`config.mk`:
```
export PLATFORM = sky130hd
export DESIGN_NAME = qou_controller
export DESIGN_NICKNAME = d
export VERILOG_FILES = /design/src/rtl/qou_pkg.sv /design/src/rtl/qou_controller.sv
export SDC_FILE = /design/constraint.sdc
export NUM_CORES = 1
export LEC_CHECK = 0
export BUFFER_PORTS_ARGS = -buffer_cell sky130_fd_sc_hd__buf_2
export CORE_MARGIN = 2
export CORE_UTILIZATION = 53
export CTS_BUF_LIST = sky130_fd_sc_hd__clkbuf_2 sky130_fd_sc_hd__clkbuf_4 sky130_fd_sc_hd__clkbuf_8
export DETAILED_ROUTE_END_ITERATION = 7
export PLACE_DENSITY = 0.82
export SETUP_SLACK_MARGIN = 0.3
export SYNTH_ARGS = -nofsm -noshare
export SYNTH_HDL_FRONTEND = slang
export SYNTH_SLANG_ARGS = --single-unit
```
`constraint.sdc`:
```
create_clock -name clk -period 2.2 [get_ports clk]
set_input_delay 0.44 -clock clk [delete_from_list [all_inputs] [get_ports clk]]
set_output_delay 0.44 -clock clk [all_outputs]
set_load 0.005 [all_outputs]
```
`src/rtl/qou_pkg.sv`:
```
// shared types, constants and lookup functions for the quaternion orientation unit
// no dependencies; every other rtl file except qou_checker imports this package
package qou_pkg;

    // component and arithmetic widths
    localparam int QW    = 16;            // q2.14 component
    localparam int NCOMP = 4;             // w, x, y, z
    localparam int AW    = 34;            // hamilton product accumulator
    localparam int TW    = 31;            // truncated magnitude
    localparam int SQW   = 2 * TW;        // one square
    localparam int SW    = 64;            // sum of squares and root registers
    localparam int LW    = 32;            // root (length)
    localparam int QB    = 17;            // quotient bits, quotient never exceeds 2^14
    localparam int NW    = TW + 15;       // division numerator
    localparam int FRAC  = 14;            // fraction bits of q2.14

    // sequencer step counts
    localparam int CW        = 6;
    localparam int MAC_LAST  = 16;
    localparam int SQ_LAST   = 4;
    localparam int ROOT_LAST = 32;
    localparam int DIV_LAST  = QB + 1;

    typedef logic signed [QW-1:0] q_t;

    typedef enum logic [2:0] {
        OP_LOAD   = 3'd0,
        OP_LOCAL  = 3'd1,
        OP_GLOBAL = 3'd2,
        OP_ROTATE = 3'd3,
        OP_CONJ   = 3'd4,
        OP_NEGATE = 3'd5,
        OP_NORM   = 3'd6,
        OP_NONE   = 3'd7
    } op_t;

    // operand selection for a hamilton product
    typedef enum logic [1:0] {
        AB_QORI,   // in * orientation
        AB_ORIQ,   // orientation * in
        AB_CONV,   // conj(orientation) * (0, vector)
        AB_TORI    // first rotate product * orientation
    } ab_sel_t;

    typedef enum logic [1:0] {
        DST_NONE,
        DST_ORI,
        DST_VEC
    } dst_t;

    typedef enum logic [3:0] {
        ST_IDLE,
        ST_SIMPLE,
        ST_SETUP,
        ST_MAC,
        ST_NORM_LD,
        ST_PREP,
        ST_SQ,
        ST_ROOT,
        ST_DIV,
        ST_COMMIT,
        ST_DONE
    } state_t;

    // commands from the controller to the datapath
    typedef struct packed {
        logic       cap_in;
        logic       simple;
        op_t        simple_op;
        logic       ld_ab;
        ab_sel_t    ab_sel;
        logic       mac_mul;
        logic [3:0] mul_term;
        logic       mac_acc;
        logic [3:0] acc_term;
        logic       ld_norm;
        logic       prep;
        logic       sq_mul;
        logic       sq_acc;
        logic [1:0] sq_idx;
        logic       root_init;
        logic       root_step;
        logic       div_init;
        logic       div_step;
        logic       div_store;
        logic [1:0] comp;
        dst_t       commit;
        logic       out_load;
    } dp_cmd_t;

    // hamilton product term table: {a index, b index, subtract}
    function automatic logic [4:0] term_info(input logic [3:0] k);
        logic [4:0] r;
        case (k)
            4'd0:    r = {2'd0, 2'd0, 1'b0};
            4'd1:    r = {2'd1, 2'd1, 1'b1};
            4'd2:    r = {2'd2, 2'd2, 1'b1};
            4'd3:    r = {2'd3, 2'd3, 1'b1};
            4'd4:    r = {2'd0, 2'd1, 1'b0};
            4'd5:    r = {2'd1, 2'd0, 1'b0};
            4'd6:    r = {2'd2, 2'd3, 1'b0};
            4'd7:    r = {2'd3, 2'd2, 1'b1};
            4'd8:    r = {2'd0, 2'd2, 1'b0};
            4'd9:    r = {2'd2, 2'd0, 1'b0};
            4'd10:   r = {2'd3, 2'd1, 1'b0};
            4'd11:   r = {2'd1, 2'd3, 1'b1};
            4'd12:   r = {2'd0, 2'd3, 1'b0};
            4'd13:   r = {2'd3, 2'd0, 1'b0};
            4'd14:   r = {2'd1, 2'd2, 1'b0};
            default: r = {2'd2, 2'd1, 1'b1};
        endcase
        return r;
    endfunction

    // negate with saturation of the most negative value
    function automatic q_t neg_sat(input q_t v);
        q_t r;
        if (v == q_t'(-32768))
            r = q_t'(32767);
        else
            r = -v;
        return r;
    endfunction

endpackage

```
`src/rtl/qou_controller.sv`:
```
// controller of the quaternion orientation unit: sequences the datapath and
// runs the stream handshakes; depends on qou_pkg
module qou_controller (
    input  logic              clk,
    input  logic              rst_n,
    input  logic              in_valid,
    input  qou_pkg::op_t      in_op,
    output logic              in_ready,
    output logic              out_valid,
    input  logic              out_ready,
    output qou_pkg::dp_cmd_t  cmd
);
    import qou_pkg::*;

    state_t        state_reg, state_next;
    logic [CW-1:0] cnt_reg, cnt_next;
    logic [1:0]    comp_reg, comp_next;
    logic          pass_reg, pass_next;
    op_t           op_reg, op_next;
    logic          valid_reg, valid_next;
    logic [CW-1:0] cnt_m1;
    logic          take;
    logic          emit;

    assign in_ready  = (state_reg == ST_IDLE);
    assign out_valid = valid_reg;
    assign take      = in_valid && in_ready;
    assign emit      = (state_reg == ST_DONE) && (!valid_reg || out_ready);
    assign cnt_m1    = cnt_reg - CW'(1);

    // next state and counters
    always_comb
    begin
        state_next = state_reg;
        cnt_next   = cnt_reg;
        comp_next  = comp_reg;
        pass_next  = pass_reg;
        op_next    = op_reg;
        unique case (state_reg)
            ST_IDLE:
                if (take)
                begin
                    op_next   = in_op;
                    pass_next = 1'b0;
                    case (in_op) inside
                        OP_LOCAL, OP_GLOBAL, OP_ROTATE: state_next = ST_SETUP;
                        OP_NORM:                        state_next = ST_NORM_LD;
                        default:                        state_next = ST_SIMPLE;
                    endcase
                end
            ST_SIMPLE:
                state_next = ST_DONE;
            ST_SETUP:
            begin
                cnt_next   = '0;
                state_next = ST_MAC;
            end
            ST_MAC:
                if (cnt_reg == CW'(MAC_LAST))
                    state_next = ST_PREP;
                else
                    cnt_next = cnt_reg + CW'(1);
            ST_NORM_LD:
                state_next = ST_PREP;
            ST_PREP:
            begin
                cnt_next   = '0;
                state_next = ST_SQ;
            end
            ST_SQ:
                if (cnt_reg == CW'(SQ_LAST))
                begin
                    cnt_next   = '0;
                    state_next = ST_ROOT;
                end
                else
                    cnt_next = cnt_reg + CW'(1);
            ST_ROOT:
                if (cnt_reg == CW'(ROOT_LAST))
                begin
                    cnt_next   = '0;
                    comp_next  = '0;
                    state_next = ST_DIV;
                end
                else
                    cnt_next = cnt_reg + CW'(1);
            ST_DIV:
                if (cnt_reg == CW'(DIV_LAST))
                begin
                    cnt_next  = '0;
                    comp_next = comp_reg + 2'd1;
                    if (comp_reg == 2'd3)
                    begin
                        if (op_reg == OP_ROTATE && !pass_reg)
                        begin
                            pass_next  = 1'b1;
                            state_next = ST_SETUP;
                        end
                        else
                            state_next = ST_COMMIT;
                    end
                end
                else
                    cnt_next = cnt_reg + CW'(1);
            ST_COMMIT:
                state_next = ST_DONE;
            ST_DONE:
                if (emit)
                    state_next = ST_IDLE;
            default:
                state_next = ST_IDLE;
        endcase
    end

    // output valid, held until the receiver takes the transfer
    always_comb
    begin
        valid_next = valid_reg;
        if (emit)
            valid_next = 1'b1;
        else if (out_ready)
            valid_next = 1'b0;
    end

    // datapath commands
    always_comb
    begin
        cmd           = '0;
        cmd.simple_op = op_reg;
        cmd.mul_term  = cnt_reg[3:0];
        cmd.acc_term  = cnt_m1[3:0];
        cmd.sq_idx    = cnt_reg[1:0];
        cmd.comp      = comp_reg;
        cmd.ab_sel    = AB_QORI;
        cmd.commit    = DST_NONE;
        unique case (state_reg)
            ST_IDLE:
                cmd.cap_in = take;
            ST_SIMPLE:
                cmd.simple = 1'b1;
            ST_SETUP:
            begin
                cmd.ld_ab = 1'b1;
                case (op_reg)
                    OP_GLOBAL: cmd.ab_sel = AB_ORIQ;
                    OP_ROTATE: cmd.ab_sel = pass_reg ? AB_TORI : AB_CONV;
                    default:   cmd.ab_sel = AB_QORI;
                endcase
            end
            ST_MAC:
            begin
                cmd.mac_mul = (cnt_reg < CW'(MAC_LAST));
                cmd.mac_acc = (cnt_reg != '0);
            end
            ST_NORM_LD:
                cmd.ld_norm = 1'b1;
            ST_PREP:
                cmd.prep = 1'b1;
            ST_SQ:
            begin
                cmd.sq_mul = (cnt_reg < CW'(SQ_LAST));
                cmd.sq_acc = (cnt_reg != '0);
            end
            ST_ROOT:
            begin
                cmd.root_init = (cnt_reg == '0);
                cmd.root_step = (cnt_reg != '0);
            end
            ST_DIV:
            begin
                cmd.div_init  = (cnt_reg == '0);
                cmd.div_store = (cnt_reg == CW'(DIV_LAST));
                cmd.div_step  = !cmd.div_init && !cmd.div_store;
            end
            ST_COMMIT:
                cmd.commit = (op_reg == OP_ROTATE) ? DST_VEC : DST_ORI;
            ST_DONE:
                cmd.out_load = emit;
            default:
                ;
        endcase
    end

    // control registers
    always_ff @(posedge clk or negedge rst_n)
    begin
        if (!rst_n)
        begin
            state_reg <= ST_IDLE;
            cnt_reg   <= '0;
            comp_reg  <= '0;
            pass_reg  <= 1'b0;
            op_reg    <= OP_NONE;
            valid_reg <= 1'b0;
        end
        else
        begin
            state_reg <= state_next;
            cnt_reg   <= cnt_next;
            comp_reg  <= comp_next;
            pass_reg  <= pass_next;
            op_reg    <= op_next;
            valid_reg <= valid_next;
        end
    end

endmodule

```
=== Word-level counts from Yosys, hierarchy flattened ===
Cells that the tools add are included.

* Flip-flop bits (word level): 17
* Output and inout port bits: 36
* Logic and storage cells: 106

* $add $sub $neg: 3
* Magnitude comparators: 2
* Equal/unequal tests: 30
* Mux-type cells: 41
* Reductions and logical operators: 24

{| class="wikitable"
|+ Operator list
! operator !! count
|-
| $pmux 4 s10 || 1
|-
| $mux 4 || 8
|-
| $pmux 6 s5 || 1
|-
| $mux 6 || 4
|-
| $eq 4x3->1 const B || 4
|-
| $ne 2x2->1 const B || 8
|-
| $mux 1 || 14
|-
| $eq 3x2->1 const B || 4
|-
| $eq 4x4->1 const B || 3
|-
| $eq 6x5->1 const B || 2
|-
| $mux 2 || 6
|-
| $mux 3 || 4
|-
| $eq 4x2->1 const B || 2
|-
| $pmux 2 s2 || 2
|-
| $reduce_and 7->1 || 1
|-
| $add 6x1->6 const B || 1
|-
| $eq 6x3->1 const B || 1
|-
| $eq 6x6->1 const B || 1
|-
| $logic_not 6->1 || 1
|-
| $lt 6x3->1 const B || 1
|-
| $lt 6x5->1 const B || 1
|-
| $reduce_bool 2->1 || 3
|-
| $reduce_bool 6->1 || 1
|-
| $reduce_and 5->1 || 1
|-
| other kinds (17) || 25
|}

=== Depth between registers and ports, before layout ===
Gate-level depths: netlist (run 1).

* Depth after elaboration: 6
* Gate-level depth with buffers: 7
* Gate-level depth less buffers: 7

=== Worst setup path after synthesis (run 1) ===
OpenSTA, ideal clock, no wires.

* Path type: reg-to-reg
* Start: register cnt_reg[0]
* End: register cnt_reg[0]
* Arrival: 1.875 ns
* Data required time: 2.075 ns
* Setup slack: 0.200 ns
* Stages on the path, launching flop included: 8
* Buffers on the path: 0
* Cell sequence: dfrtp_1 -> inv_1 -> ha_1 -> or3b_2 -> a211oi_1 -> or4_4 -> nor2_2 -> mux2_4

* Longest elaborated chain between the ends: 3
* Elaborated cells on any way between the ends: 12
* Classes of those cells: 1 x add/sub; 5 x eq/ne; 5 x mux; 1 x reduce/logical

{| class="wikitable"
|+ RTL lines
! item !! RTL line !! source
|-
| start: declaration || qou_controller.sv:16 || <nowiki>logic [CW-1:0] cnt_reg, cnt_next;</nowiki>
|-
| start signal: assignment || qou_controller.sv:199 || <nowiki>cnt_reg <= cnt_next;</nowiki>
|-
| $add 6x1->6 (tied with other cells) || - ||
|-
| $mux 6 (tied with other cells) || qou_controller.sv:88 || <nowiki>if (cnt_reg == CW'(DIV_LAST))</nowiki>
|-
| $pmux 6 s5 or $reduce_and 2->1 (tied branches) || - ||
|}

Parallel ways exist; a longest one is shown, timed or not. The select of a mux whose other input is x is not followed.
A chain may end at the register's enable or synchronous reset.

==> metrics.csv, run 1 <==
stage,metric,value,unit
cells_and_area,drive_gt1_frac,0.693,
global_routing,grtUsageMet1,0.364,
timing,fmax,0.392,GHz
clock_network,hold_buffers,0,
timing,max_slew.worst_pin.slew,0.449,ns
timing,period_needed,2.55,ns
setup_path,crit_slowest_cell,dfrtp_1,
timing,timing.hold.ws,0.0603,ns
placed_design,hpwl,2700,µm
synthesis,avgSynthCellArea,8.47,µm²
status,run_status,"complete, but fails checks",
timing,fin_skew,0.00888,ns
clock_network,cts.clk_slew.worst_paths,0.11,ns
synthesis,ys_types,53,
floorplanning,dieHeight,55.8,µm
floorplanning,coreArea,2500,µm²
global_routing,grt_pass1_vias,1570,
power,leakagePower,1.08,nW
setup_path,cp_cell_sequence,"buf_4, buf_12, nand4bb_1, nor2b_1, buf_2",
setup_path,critPathRequiredTime,1.76,ns
setup_path,crit_arrival,2.11,ns
synthesis,syn_nets,179,
clock_network,cts_buffers,3,
synthesis,ys_async_sr_fraction,1.00,
cells_and_area,largest_reg_flops,6,
floorplanning,rows,18,
hold_path,worstHoldPathType,input pin to async pin,
setup_path,cp_max_fo,13,
global_routing,antenna_found_initial,1,
synthesis,synth_edf_count,0,
cells_and_area,fin_area,2350,µm²
clock_network,tritoncts,done,
route,antenna_left,0,
power,ir_drop,0.397,mV
synthesis,yosysSeqAreaShare,0.302,
synthesis,yosysWarnings,0,
route,routed_wl,7570,µm
cells_and_area,nets,256,
synthesis,ys.flop_type,dfrtp_1,
clock_network,cts_num_sinks,17,
setup_path,path_buf_inv,3,
placed_design,place_congestion,0.888,
route,avgViaCountPerCell,7.19,
run,maxCapViolCount,0,
timing,hold_viol,0,
floorplanning,die_w,55.8,µm
floorplanning,io_pins,43,
clock_network,cts_max_level,1,
setup_path,crit_path_end_kind,output port,
global_routing,gr-max-usage-layer,met2,
status,failed_checks,negative setup slack,
setup_path,crit_type,flop to output port,
route,drt_iter0_markers,248,
route,num_vias,1976,
clock_network,clk-insertion-delay-late,0.31,ns
synthesis,ys_seq_elements,17,
timing,setup_slack,-0.353,ns
global_routing,grt_max_degree,18,
setup_path,cpLargestDelayFamily,simple AND/OR/NAND/NOR gates,
clock_network,clockBufferDepth,2,
global_routing,grt_first_pass_wirelength,7480,µm
route,dr.pass1.iters,5,
floorplanning,dieArea,3110,µm²
global_routing,grt_use_total,0.301,
placed_design,numPortBuffers,42,
floorplanning,start_util,0.569,
timing,setup_viol,9,
timing,drv_slew,0,
timing,rsz0062_at_grt,yes,
global_routing,use_met2,0.543,
setup_path,critPathLaunchType,flop,
global_routing,use_met3,0.0326,
power,power_density,228,nW/µm²
timing,max_slew_margin,0.699,
route,wl_per_cell,27.5,µm
placed_design,place_area,1650,µm²
synthesis,synth_cells,168,
cells_and_area,num-fill-cells,74,
synthesis,syn_area,1420,µm²
cells_and_area,area_growth,65.2,%
setup_path,max_stage_delay,0.48,ns
timing,finalCritPeriodShare,1.16,
clock_network,cts-root-buf,clkbuf_4,
route,drcViolationCount,0,
global_routing,grt_overflow_total,0,
[layout make-up]
class	count	area (µm²)	area share
multi-input cells	127	1190	0.507
repair buffers	87	613	0.261
flip-flops and latches	17	438	0.186
well taps	30	37.5	0.0160
inverters	9	36.3	0.0154
clock buffers	4	30.0	0.0128
diodes	1	2.50	0.00106
[power breakdown]
part,internal [mW],switching (mW),leakage (nW)
clock,0.0831,0.113,0.0184
sequential,0.314,0.000678,0.199
combinational,0.00792,0.0172,0.859
total,0.405,0.131,1.08
[cell usage after synthesis, types with 2 or more instances]
cell        n  area share
or3b_1      2       0.012
o21ai_0     5       0.018
nand2b_1    6       0.026
mux2_2      4       0.032
mux2i_1     2       0.014
clkbuf_1    3      0.0079
nor4_1      2      0.0088
nand3_1     2      0.0070
nor2b_1     5       0.022
nor3_1     10       0.035
a21oi_1     6       0.021
o21ai_1     5       0.018
buf_4       7       0.037
dfstp_2     3       0.055
nor2_1     17       0.045
or2_2       3       0.013
buf_2       5       0.018
dfrtp_1    14        0.25
nand3b_1    2       0.011
xor2_1      5       0.031
nand2_1    12       0.032
and3_1      2      0.0088
and2_1      2      0.0088
nor3b_1     3       0.016
o2bb2ai_1   2       0.012
inv_1       8       0.021
ha_1        4       0.035
or3_1       2      0.0088
[path summary, 6_finish.rpt]
path	from	to	slack (ns)	depth (start not counted)
max	state_reg[2]$_DFFE_PN0P_	cmd[0]	-0.35	5
min	rst_n	comp_reg[1]$_DFFE_PN0P_	0.06	1
max reg2reg	cnt_reg[2]$_DFFE_PN0P_	state_reg[0]$_DFFE_PN0P_	-0.01	6
min reg2reg	pass_reg$_DFFE_PN0P_	pass_reg$_DFFE_PN0P_	0.55	1
max in group asynchronous	rst_n	op_reg[2]$_DFFE_PN1P_	1.79	1
min in group clk	in_op[1]	op_reg[1]$_DFFE_PN1P_	0.42	2
[stage by stage]
| stage | utilization | setup TNS (ns) | instances | power, mW | setup WS (ns) |
|---|---|---|---|---|---|
| 2_1_floorplan | - | 0 | 168 | 0.326 | 0.313 |
| 3_3_place_gp | 0.659 | 0 | 232 | 0.339 | 0.211 |
| 3_5_place_dp | 0.659 | 0 | 232 | 0.340 | 0.179 |
| 4_1_cts | 0.815 | -0.0170 | 259 | 0.520 | -0.0170 |
| 5_1_grt | 0.940 | -0.761 | 275 | 0.541 | -0.325 |
| 6_report | 0.940 | -0.973 | 275 | 0.535 | -0.353 |
[kinds of logic (layout without fill, tap and decap cells)]
logic type	after synthesis	in the layout	synth area share
adder cells (fa/ha/maj)	4	4	0.0352
AND/OR/NAND/NOR	80	80	0.334
flip-flops	17	17	0.302
XOR/XNOR	5	5	0.0308
buffers and inverters	24	100	0.0862
AO/OA/AOI/OAI	30	30	0.148
other	0	1	0
multiplexers	8	8	0.0642
[layout by cell type (no fill, tap or decap), types with 4 or more instances in the layout]
| cell type | n |
|---|---|
| dfrtp_1 | 7 |
| xor2_1 | 4 |
| mux2_2 | 4 |
| nor2_1 | 11 |
| nand2_1 | 9 |
| buf_6 | 10 |
| inv_1 | 5 |
| nor2_4 | 4 |
| o21ai_0 | 5 |
| clkbuf_4 | 4 |
| nor3_2 | 8 |
| buf_2 | 42 |
| dfrtp_2 | 7 |
| buf_4 | 32 |
[per-layer routing]
metal | up-vias | share of wire
li1 | 734 | -
met1 | 891 | 0.32
met2 | 247 | 0.42
met3 | 104 | 0.16
met4 | 0 | 0.10
met5 | - | 0
[timing repair]
item,CTS,global route
setup buffers,23,15
pin swaps,14,21
endpoints found under the setup margin,22,33
gates resized for setup,41,47
(Power assumes the default switching activity.)
==> run 2, diff against run 1 <==
==> constraint.sdc (replaced) <==
create_clock -name clk -period 2.2 [get_ports clk]
set_input_delay 0.11 -clock clk [delete_from_list [all_inputs] [get_ports clk]]
set_output_delay 0.11 -clock clk [all_outputs]
set_load 0.005 [all_outputs]
==> metrics.csv, run 2 (synthesis gave the netlist of run 1 again) <==
stage,metric,value,unit,change
route,antenna_left,0,,unchanged
global_routing,grt_use_total,0.230,,-0.0716
timing,drv_slew,0,,unchanged
route,drt_iter0_markers,38,,-85%
setup_path,r2r_start,state_reg[0]$_DFFE_PN0P_,,
timing,finalCritPeriodShare,0.877,,-0.283
cells_and_area,drive_gt1_frac,0.475,,-0.218
placed_design,place_congestion,0.853,,-3.9%
clock_network,cts_num_sinks,17,,unchanged
cells_and_area,largest_reg_flops,6,,unchanged
timing,max_slew_margin,0.709,,+0.0105
power,p_sw_frac,0.222,,-0.0226
setup_path,cp_cell_sequence,"or4b_4, nor4b_4, buf_4, buf_6",,
global_routing,grt_max_degree,18,,unchanged
power,ir_drop,0.343,mV,-14%
power,p_clk_frac,0.358,,-0.008
hold_path,worstHoldPathType,input pin to flop,,
clock_network,cts_buffers,3,,unchanged
global_routing,grt_first_pass_wirelength,5830,µm,-22%
cells_and_area,nets,229,,-11%
clock_network,tritoncts,done,,
clock_network,clockBufferDepth,2,,unchanged
timing,hold_viol,0,,unchanged
global_routing,grt_pass1_vias,1261,,-20%
clock_network,cts.clk_slew.worst_paths,0.10,ns,about the same
clock_network,cts-root-buf,clkbuf_4,,
setup_path,critPathLaunchType,flop,,
timing,setup_tns,0,ns,+0.973 ns
clock_network,cts_max_level,1,,unchanged
cells_and_area,n_antenna_cell,0,,-1
route,dr_wl_met2,1830,µm,-42%
setup_path,max_stage_delay,0.58,ns,+0.10 ns
power,finalPower,521,µW,-2.7%
timing,setup_viol,0,,-9
hold_path,hp-start,in_op[1],,
route,wl_met1,1650,µm,-32%
power,p_int,405,µW,+0.17%
timing,rsz0062_at_grt,yes,,
setup_path,cp-startpoint,state_reg[0]$_DFFE_PN0P_,,
power,seq_power_share,0.603,,+0.016
route,drcViolationCount,0,,unchanged
floorplanning,dieHeight,55.8,µm,unchanged
run,maxCapViolCount,0,,unchanged
status,run_status,finished clean,,
power,power_density,284,nW/µm²,+25%
setup_path,crit_arrival,1.82,ns,-0.29 ns
route,dr.pass1.iters,5,,unchanged
setup_path,cpLargestDelayFamily,simple AND/OR/NAND/NOR gates,,
clock_network,clk-insertion-delay-late,0.29,ns,-0.02 ns
route,num_vias,1423,,-28%
floorplanning,coreArea,2500,µm²,unchanged
floorplanning,rows,18,,unchanged
timing,period_needed,1.93,ns,-0.623 ns
cells_and_area,final_cell_mix,"41 x buf_2, 17 x buf_4, 16 x nor2_1",,
power,pwr-share-comb,0.039,,-0.008
route,avgViaCountPerCell,5.76,,-20%
setup_path,crit_type,flop to output port,,
cells_and_area,final_common_cell,buf_2,,
setup_path,crit_slowest_cell,or4b_4,,
cells_and_area,area_growth,28.9,%,
route,highest_layer,met4,,
floorplanning,dieArea,3110,µm²,unchanged
route,wl_met3,165,µm,-86%
cells_and_area,num-fill-cells,188,,+150%
global_routing,grt_overflow_total,0,,unchanged
timing,max_slew.worst_pin.slew,0.432,ns,-0.0173 ns
global_routing,antenna_found_initial,0,,-1
setup_path,critPathRequiredTime,2.09,ns,+0.33 ns
placed_design,numPortBuffers,42,,unchanged
setup_path,cp_max_fo,4,,-9
power,leakagePower,0.861,nW,-20%
timing,fmax,0.518,GHz,+32%
floorplanning,die_w,55.8,µm,unchanged
timing,fin_skew,0.00250,ns,-0.00638 ns
power,switchingPower,116,µW,-12%
floorplanning,start_util,0.569,,unchanged
route,routed_wl,3690,µm,-51%
setup_path,ff2ff_setup_slack,0.30,ns,+0.31 ns
placed_design,hpwl,2580,µm,-4.5%
setup_path,crit_path_end_kind,output port,,
setup_path,path_buf_inv,2,,-1
route,wl_per_cell,14.9,µm,-46%
floorplanning,io_pins,43,,unchanged
==> run 2: metal layers <==
layer,global-route usage,vias up
met5,0,-
met4,0.0612,0
met3,0.0349,4
met2,0.379,42
met1,0.316,695
li1,-,682
==> run 2: path summary, 6_finish.rpt <==
check | endpoint | depth (start not counted)
setup / recovery | cmd[5] | 4
hold / removal | op_reg[1]$_DFFE_PN1P_ | 2
setup reg to reg | comp_reg[1]$_DFFE_PN0P_ | 7
hold reg to reg | pass_reg$_DFFE_PN0P_ | 1
max in group asynchronous | op_reg[1]$_DFFE_PN1P_ | 2
min in group asynchronous | comp_reg[1]$_DFFE_PN0P_ | 2
==> run 2: power groups by stage <==
| stage | Clock [mW] | Combinational (mW) | Sequential [mW] |
|---|---|---|---|
| 2_1_floorplan | 0 | 0.00591 | 0.320 |
| 3_3_place_gp | 0 | 0.0190 | 0.320 |
| 3_5_place_dp | 0 | 0.0196 | 0.320 |
| 4_1_cts | 0.189 | 0.0209 | 0.314 |
| 5_1_grt | 0.206 | 0.0238 | 0.314 |
| 6_report | 0.186 | 0.0204 | 0.314 |
==> run 2: stage by stage <==
| stage | setup slack (ns) | cell area, µm² | std cells | utilization | hold WS, ns |
|---|---|---|---|---|---|
| floorplan | 0.313 | 1440 | 168 | - | -0.186 |
| global placement | 0.260 | 1660 | 233 | 0.662 | 0.0495 |
| detailed placement | 0.156 | 1660 | 233 | 0.662 | 0.0549 |
| CTS | 0.270 | 1760 | 244 | 0.706 | 0.0866 |
| global route | 0.192 | 1830 | 247 | 0.734 | 0.0750 |
| finish | 0.270 | 1830 | 247 | 0.734 | 0.0859 |
==> run 2: repair_timing <==
action                     CTS  global route
hold endpoints to repair    14             0
pin swaps                    4             4
setup endpoints to repair    6            11
gates resized for setup      8            11
setup buffers                6             3
hold buffers                 1             0
==> run 2: area by class of cell <==
class / instances / area [µm²] / share of cell area
inverters: 9 / 33.8 / 0.0184
repair buffers: 60 / 354 / 0.193
multi-input cells: 127 / 942 / 0.514
well taps: 30 / 37.5 / 0.0205
clock buffers: 4 / 30.0 / 0.0164
flip-flops and latches: 17 / 437 / 0.238
